<file path="config.mk">
export PLATFORM = sky130hd
export DESIGN_NAME = rwdl_ram
export DESIGN_NICKNAME = d
export VERILOG_FILES = /design/src/hw/rtl/reader_writer_display_lock_core_defines.svh /design/src/hw/rtl/rwdl_ram.sv
export SDC_FILE = /design/constraint.sdc
export NUM_CORES = 1
export LEC_CHECK = 0
export BUFFER_PORTS_ARGS = -buffer_cell sky130_fd_sc_hd__buf_2
export CELL_PAD_IN_SITES_DETAIL_PLACEMENT = 1
export CELL_PAD_IN_SITES_GLOBAL_PLACEMENT = 2
export CORE_AREA = 2 2 108 110
export DETAILED_ROUTE_END_ITERATION = 6
export DIE_AREA = 0 0 110 112
export PLACE_DENSITY_LB_ADDON = 0.05
export SLEW_MARGIN = 20
export SYNTH_ARGS = -nofsm -noshare
export SYNTH_HDL_FRONTEND = slang
export SYNTH_SLANG_ARGS = --single-unit
</file>
<file path="constraint.sdc">
create_clock -name clk -period 2.5 [get_ports clk]
set_clock_uncertainty 0.1 [all_clocks]
set_input_delay 0.375 -clock clk [delete_from_list [all_inputs] [get_ports clk]]
set_output_delay 0.375 -clock clk [all_outputs]
set_load 0.02 [all_outputs]
</file>
<file path="src/hw/rtl/reader_writer_display_lock_core_defines.svh">
// Assertion macros shared by the lock arbiter RTL.
// Included by files that carry concurrent assertions; needs no package.
`ifndef READER_WRITER_DISPLAY_LOCK_CORE_DEFINES_SVH
`define READER_WRITER_DISPLAY_LOCK_CORE_DEFINES_SVH

// Same-cycle implication, disabled during reset.
`define RWDL_ASSERT_SAME(lbl, clk, rst, ante, cons, msg) \
  lbl: assert property (@(posedge clk) disable iff (rst) (ante) |-> (cons)) else $error(msg);

// Next-cycle implication, disabled during reset.
`define RWDL_ASSERT_NEXT(lbl, clk, rst, ante, cons, msg) \
  lbl: assert property (@(posedge clk) disable iff (rst) (ante) |=> (cons)) else $error(msg);

`endif

</file>
<file path="src/hw/rtl/rwdl_ram.sv">
// Generic single-write, single-read RAM with registered read data.
// Standalone; no package needed.
`default_nettype none

module rwdl_ram #(
  parameter int WIDTH = 8,
  parameter int DEPTH = 16
) (
  input  wire logic                     clk,
  input  wire logic                     we,
  input  wire logic [$clog2(DEPTH)-1:0] waddr,
  input  wire logic [WIDTH-1:0]         wdata,
  input  wire logic                     re,
  input  wire logic [$clog2(DEPTH)-1:0] raddr,
  output      logic [WIDTH-1:0]         rdata
);

  logic [WIDTH-1:0] mem [DEPTH];

  always_ff @(posedge clk) begin
    if (we) begin
      mem[waddr] <= wdata;
    end
    if (re) begin
      rdata <= mem[raddr];
    end
  end

endmodule

`default_nettype wire

</file>
* Word level (Yosys, flattened, before mapping)
Memory sizes are Yosys's and may differ from the RTL's. A register that Yosys moved wholly into a read port is not among the register bits.
Index checks and enable logic that the tools add are counted.
** Storage, ports and cells
- Flip-flop bits (word level) :: 0
- Memory bits (writable) :: 128
- Input bits :: 19
- Output and inout bits :: 8
- Logic and storage cells :: 3
- Memories :: 1
** Memory list
- mem :: words 16, width 8, read ports 1, clocked after memory_dff 1, wr ports 1, line rwdl_ram.sv:18 : logic [WIDTH-1:0] mem [DEPTH];
** Cells by class
- Multiplexer cells :: 2
** Operators by type and width (number)
- $mux W1 :: 2

* Depth between registers and ports, before layout
Gate-level depths: netlist (run 1).
- Word-level depth :: 2
- Mapped depth :: 5
- Depth with buffers taken out :: 3

* Least setup slack after synthesis (run 1)
No wires, ideal clock.
- Kind :: input to register
- Start :: input port waddr[2]
- End :: memory mem[0][0], enable pin
- Library setup time :: 0.383 ns
- Data arrival time :: 1.485 ns
- Required time :: 2.017 ns
- Setup slack :: 0.532 ns
- Cell stages on the path :: 2
- Buffers on the path :: 0
- Path through :: or3b_2 -> nor3_1
** RTL lines
- from (decl) :: line rwdl_ram.sv:11 : input wire logic [$clog2(DEPTH)-1:0] waddr,
- to (decl) :: line rwdl_ram.sv:18
No word-level cell before the write port.

==> results.sh, run 1 <==
export IMPL_setup_violations=0
export IMPL_synth_area_um2=5230
export IMPL_period_share=0.712
export IMPL_clock_root_buffer="clkbuf_16"
export IMPL_synth_ff_type="edfxtp_1"
export IMPL_cts_hold_buf=0
export IMPL_synth_seq_area_share=0.781
export IMPL_hold_class="input port to flip-flop"
export IMPL_clock_latency_ps=410
export IMPL_cts_setup_buffers=0
export IMPL_worstHoldStart="wdata[5]"
export IMPL_drt_iter0_drc=145
export IMPL_fillCellCount=978
export IMPL_h_tree_depth=4
export IMPL_required_ps=2530
export IMPL_critPathArrivalTime_ps=1810
export IMPL_cts_made_buffers=17
export IMPL_rsz0062_at_grt="false"
export IMPL_fin_nets=304
export IMPL_ant_nets=0
export IMPL_grt_remaining_overflow=0
export IMPL_yosysWarnings=0
export IMPL_worst_slack_ps=721
export IMPL_status="complete, no violations"
export IMPL_max_clock_freq_mhz=562
export IMPL_ios=27
export IMPL_worst_setup_path_type="input port to flip-flop"
export IMPL_ys_seq_elements=136
export IMPL_ys_top_cells_by_count="edfxtp_1 (136), mux4_2 (18), a22oi_1 (16)"
export IMPL_gp_congestion=0.687
export IMPL_antenna_found_initial=0
export IMPL_area_growth_pct=18.4
export IMPL_hpwl_mm=6.94
export IMPL_routed_wl_mm=10.9
export IMPL_post_drt_wl_per_cell_um=24.8
export IMPL_min_period_ps=1780
export IMPL_synthTopCellsByArea="edfxtp_1 (78%), mux4_2 (7.8%), mux4_1 (7.0%)"
export IMPL_synth_fp_nets=248
export IMPL_vias=2456
export IMPL_dieWidth_um=110
export IMPL_track_usage=0.200
export IMPL_via_per_inst=5.58
export IMPL_start_util=0.468
export IMPL_syn_avg_cell_area_um2=22.8
export IMPL_core_area_um2=11200
export IMPL_tns_ps=0
export IMPL_power_leakage_nw=2.10
export IMPL_std_cell_rows=39
export IMPL_grt_pass1_wl_mm=16.5
export IMPL_power_density_nw_per_um2=829
export IMPL_dp_slack_ps=280
export IMPL_drv_slew=0
export IMPL_remaining_drc_errors=0
export IMPL_netlist_instances=229
export IMPL_async_flop_share=0
export IMPL_io_buffers=26
export IMPL_synth_edf_count=136
export IMPL_grt_max_degree=33
export IMPL_cp_max_fo=15
export IMPL_clock_sinks=136
export IMPL_drive_above_1_share=0.306
export IMPL_ctsResizeCount=0
export IMPL_ir_drop_uv=375
export IMPL_yosysMostFrequentCell="edfxtp_1"
export IMPL_maxCapViolations=0
export IMPL_hold_viol_final=0
export IMPL_die_h_um=112
export IMPL_cts_tree="yes"
export IMPL_cts_buffer_depth=2
export IMPL_n_antenna_cell=0
export IMPL_ys_types=18
export IMPL_yosysTopAreaCellShare=0.781
export IMPL_synth_area_leader_cell="edfxtp_1"
export IMPL_slew_headroom=0.724
export IMPL_startpoint="raddr[0]"
export IMPL_start_kind="input port"
export IMPL_tightest_slew_ps=414
export IMPL_holdWs_ps=247
export IMPL_end_kind="flip-flop"
export IMPL_die_area_um2=12300
export IMPL_r2r_start="mem[1][5]"
export IMPL_grt_pass1_vias=2630
export IMPL_drtPass1Iterations=4
export IMPL_clkSlewWorstSetupHoldPaths_ps=60
## per-layer routing
metal | global-route usage | share of wire | wire length (um)
met3 | 0.0615 | 0.049 | 532
met5 | 0 | 0 | 0
met2 | 0.298 | 0.49 | 5380
met4 | 0.0582 | 0.0070 | 76
met1 | 0.286 | 0.45 | 4930
## registers in the layout, summed over array words and instances (netlist names)
| name | count |
|---|---|
| mem | 128 |
| rdata | 8 |
## cell families after synthesis
family,synth area share
buffers and inverters,0.0165
DFF,0.781
and+or+nand+nor,0.0314
muxes,0.148
AOI/OAI and AO/OA,0.0230
## cell usage in the layout (no fill, tap or decap), drive strengths merged
cell type | netlist | final
nor3 | 4 | 4
nor2 | 13 | 13
mux4 | 32 | 32
clkinv | 0 | 8
nor2b | 1 | 1
clkbuf | 0 | 19
nand2 | 9 | 9
or3b | 1 | 1
bufinv | 0 | 2
a22oi | 16 | 16
buf | 7 | 47
nand2b | 2 | 2
and2 | 1 | 1
and2b | 1 | 1
nand3 | 1 | 1
clkinvlp | 0 | 2
nand3b | 2 | 2
edfxtp | 136 | 136
## critical path: stages
cell and delay [ps]:
buf_2 240, buf_12 210, mux4_1 570, a22oi_1 240, nand2_1 150
## metrics by stage
step                area [um2]  total power, W  instances   util
global placement          5650         0.00288        409  0.505
detailed placement        5650         0.00289        409  0.505
global route              6190         0.00530        440  0.554
CTS                       6190         0.00519        440  0.554
floorplan                 5230         0.00277        229      -
finish                    6190         0.00513        440  0.554
## cell type report
type / count / area, um2 / area share
well taps: 143 / 179 / 0.0289
repair buffers: 47 / 325 / 0.0526
multi-input cells: 83 / 1060 / 0.171
clock buffers: 19 / 433 / 0.0700
flip-flops and latches: 136 / 4080 / 0.660
clock inverters: 12 / 110 / 0.0178
## final timing paths
| kind | slack [ps] | to | depth (start not counted) |
|---|---|---|---|
| max reg2reg | 860 | rdata[5] | 3 |
| min | 250 | mem[13][5] | 1 |
| min reg2reg | 660 | rdata[2] | 3 |
| max | 720 | rdata[5] | 5 |
## power by group
part	switching (W)	internal [W]
sequential	0.0000153	0.00257
clock	0.000855	0.00144
combinational	0.000149	0.000105
total	0.00102	0.00411
Power figures use the tool's default switching activity.
==> inputs of run 2 (changes only) <==
==> constraint.sdc (replaced) <==
create_clock -name clk -period 1.7 [get_ports clk]
set_clock_uncertainty 0.1 [all_clocks]
set_input_delay 0.255 -clock clk [delete_from_list [all_inputs] [get_ports clk]]
set_output_delay 0.255 -clock clk [all_outputs]
set_load 0.02 [all_outputs]
==> results.sh, run 2 (synthesis results as in run 1) <==
export IMPL_n_antenna_cell=0
export IMPL_vias=2510
export IMPL_tightest_slew_ps=878
export IMPL_status="complete, no violations"
export IMPL_hold_class="input port to flip-flop"
export IMPL_die_h_um=112
export IMPL_rsz0062_at_grt="false"
export IMPL_grt_max_degree=19
export IMPL_fin_nets=310
export IMPL_std_cell_rows=39
export IMPL_clock_latency_ps=410
export IMPL_top_register="mem"
export IMPL_setup_violations=0
export IMPL_crit_slowest_cell="mux4_2"
export IMPL_drt_iter0_drc=171
export IMPL_maxCapViolations=0
export IMPL_worstHoldStart="re"
export IMPL_reg_largest_list="mem (128), rdata (8)"
export IMPL_dp_cells=415
export IMPL_final_cell_mix="edfxtp_1 (136), buf_2 (26), buf_4 (20)"
export IMPL_cts_tree="yes"
export IMPL_drv_slew=0
export IMPL_required_ps=1750
export IMPL_ios=27
export IMPL_tns_ps=0
export IMPL_cts_buffer_depth=2
export IMPL_drt_met1_wl_mm=5.11
export IMPL_h_tree_depth=4
export IMPL_holdWs_ps=122
export IMPL_routed_wl_met3_um=469
export IMPL_via_per_inst=5.62
export IMPL_period_share=0.969
export IMPL_io_buffers=26
export IMPL_routed_wl_mm=11.4
export IMPL_end_kind="flip-flop"
export IMPL_area_growth_pct=21.7
export IMPL_power_leakage_nw=2.17
export IMPL_worst_setup_path_type="flip-flop to flip-flop"
export IMPL_startpoint="mem[0][7]"
export IMPL_path_cells="mux4_2 -> a22oi_1 -> nand2_1"
export IMPL_post_drt_wl_per_cell_um=25.5
export IMPL_critPathArrivalTime_ps=1690
export IMPL_cp_max_fo=1
export IMPL_wl_met2_mm=5.72
export IMPL_largest_reg_flops=128
export IMPL_gp_congestion=0.731
export IMPL_core_area_um2=11200
export IMPL_drive_above_1_share=0.339
export IMPL_die_area_um2=12300
export IMPL_hpwl_mm=7.29
export IMPL_hold_viol_final=0
export IMPL_min_period_ps=1650
export IMPL_fin_cells=447
export IMPL_clock_root_buffer="clkbuf_16"
export IMPL_critPathBufInv=0
export IMPL_slew_headroom=0.413
export IMPL_r2r_start="mem[0][7]"
export IMPL_power_density_nw_per_um2=1260
export IMPL_antenna_found_initial=0
export IMPL_grt_pass1_vias=2729
export IMPL_worst_slack_ps=53.5
export IMPL_start_util=0.468
export IMPL_track_usage=0.205
export IMPL_start_kind="flip-flop"
export IMPL_grt_remaining_overflow=0
export IMPL_dieWidth_um=110
export IMPL_worst_path_largest_cell_delay_ps=460
export IMPL_grt_pass1_wl_mm=17.2
export IMPL_clkSlewWorstSetupHoldPaths_ps=60
export IMPL_critPathTopFamily="multiplexers"
export IMPL_ir_drop_uv=602
export IMPL_drtPass1Iterations=4
export IMPL_ant_nets=0
export IMPL_max_clock_freq_mhz=607
export IMPL_top_layer_used="met4"
export IMPL_final_common_cell="edfxtp_1"
export IMPL_cts_made_buffers=17
export IMPL_remaining_drc_errors=0
export IMPL_clock_sinks=136
export IMPL_dp_slack_ps=-301
export IMPL_cts_hold_buf=0
run 2: cell types whose count changed in the layout (fill, tap and decap cells not counted), moves of 2 or more:
| cell | before | now |
|---|---|---|
| buf_12 | 3 | 7 |
| buf_4 | 18 | 20 |
| bufinv_16 | 2 | 4 |
| clkinv_1 | 4 | 2 |
| clkinvlp_4 | 2 | 4 |
run 2: cell type report:
type / count / area, um2
clock buffer: 18 / 429
fill: 956 / 4810
sequential: 136 / 4080
tap: 143 / 179
multi-input combinational: 83 / 1070
timing repair buffer: 53 / 420
clock inverter: 14 / 181
run 2: power by group:
group / switching [W] / total [W] / leakage (nW) / internal, W
sequential: 0.0000217 / 0.00380 / 1.24 / 0.00378
combinational: 0.000230 / 0.000406 / 0.646 / 0.000176
clock: 0.00134 / 0.00378 / 0.287 / 0.00243
total: 0.00159 / 0.00798 / 2.17 / 0.00639
run 2: path summary, 6_finish.rpt:
kind	endpoint	slack [ps]	depth (start not counted)
max	rdata[7]	50	3
min	rdata[4]	120	1
min reg2reg	rdata[3]	670	3
max reg2reg	rdata[7]	50	3
run 2: timing repair:
| action | in CTS | in global routing |
|---|---|---|
| resized for setup | 0 | 1 |
| endpoints found under the setup margin | 0 | 1 |
| setup buffers | 0 | 0 |
run 2: per-layer routing:
metal  global-route usage  vias up
met1                0.283     1325
met5                    0        -
li1                     -     1106
met4               0.0599        0
met3               0.0515       10
met2                0.324       69
run 2: through the flow:
step | area (um2) | power [W] | utilization
3_3_place_gp | 5750 | 0.00427 | 0.514
5_1_grt | 6360 | 0.00823 | 0.569
3_5_place_dp | 5750 | 0.00428 | 0.514
6_report | 6360 | 0.00798 | 0.569
2_1_floorplan | 5230 | 0.00407 | -
4_1_cts | 6360 | 0.00805 | 0.569
run 2: worst register-to-register path, stage by stage, from the launching register on:
cell and delay, ps:
edfxtp_1 380, mux4_2 460, a22oi_1 340, nand2_1 110
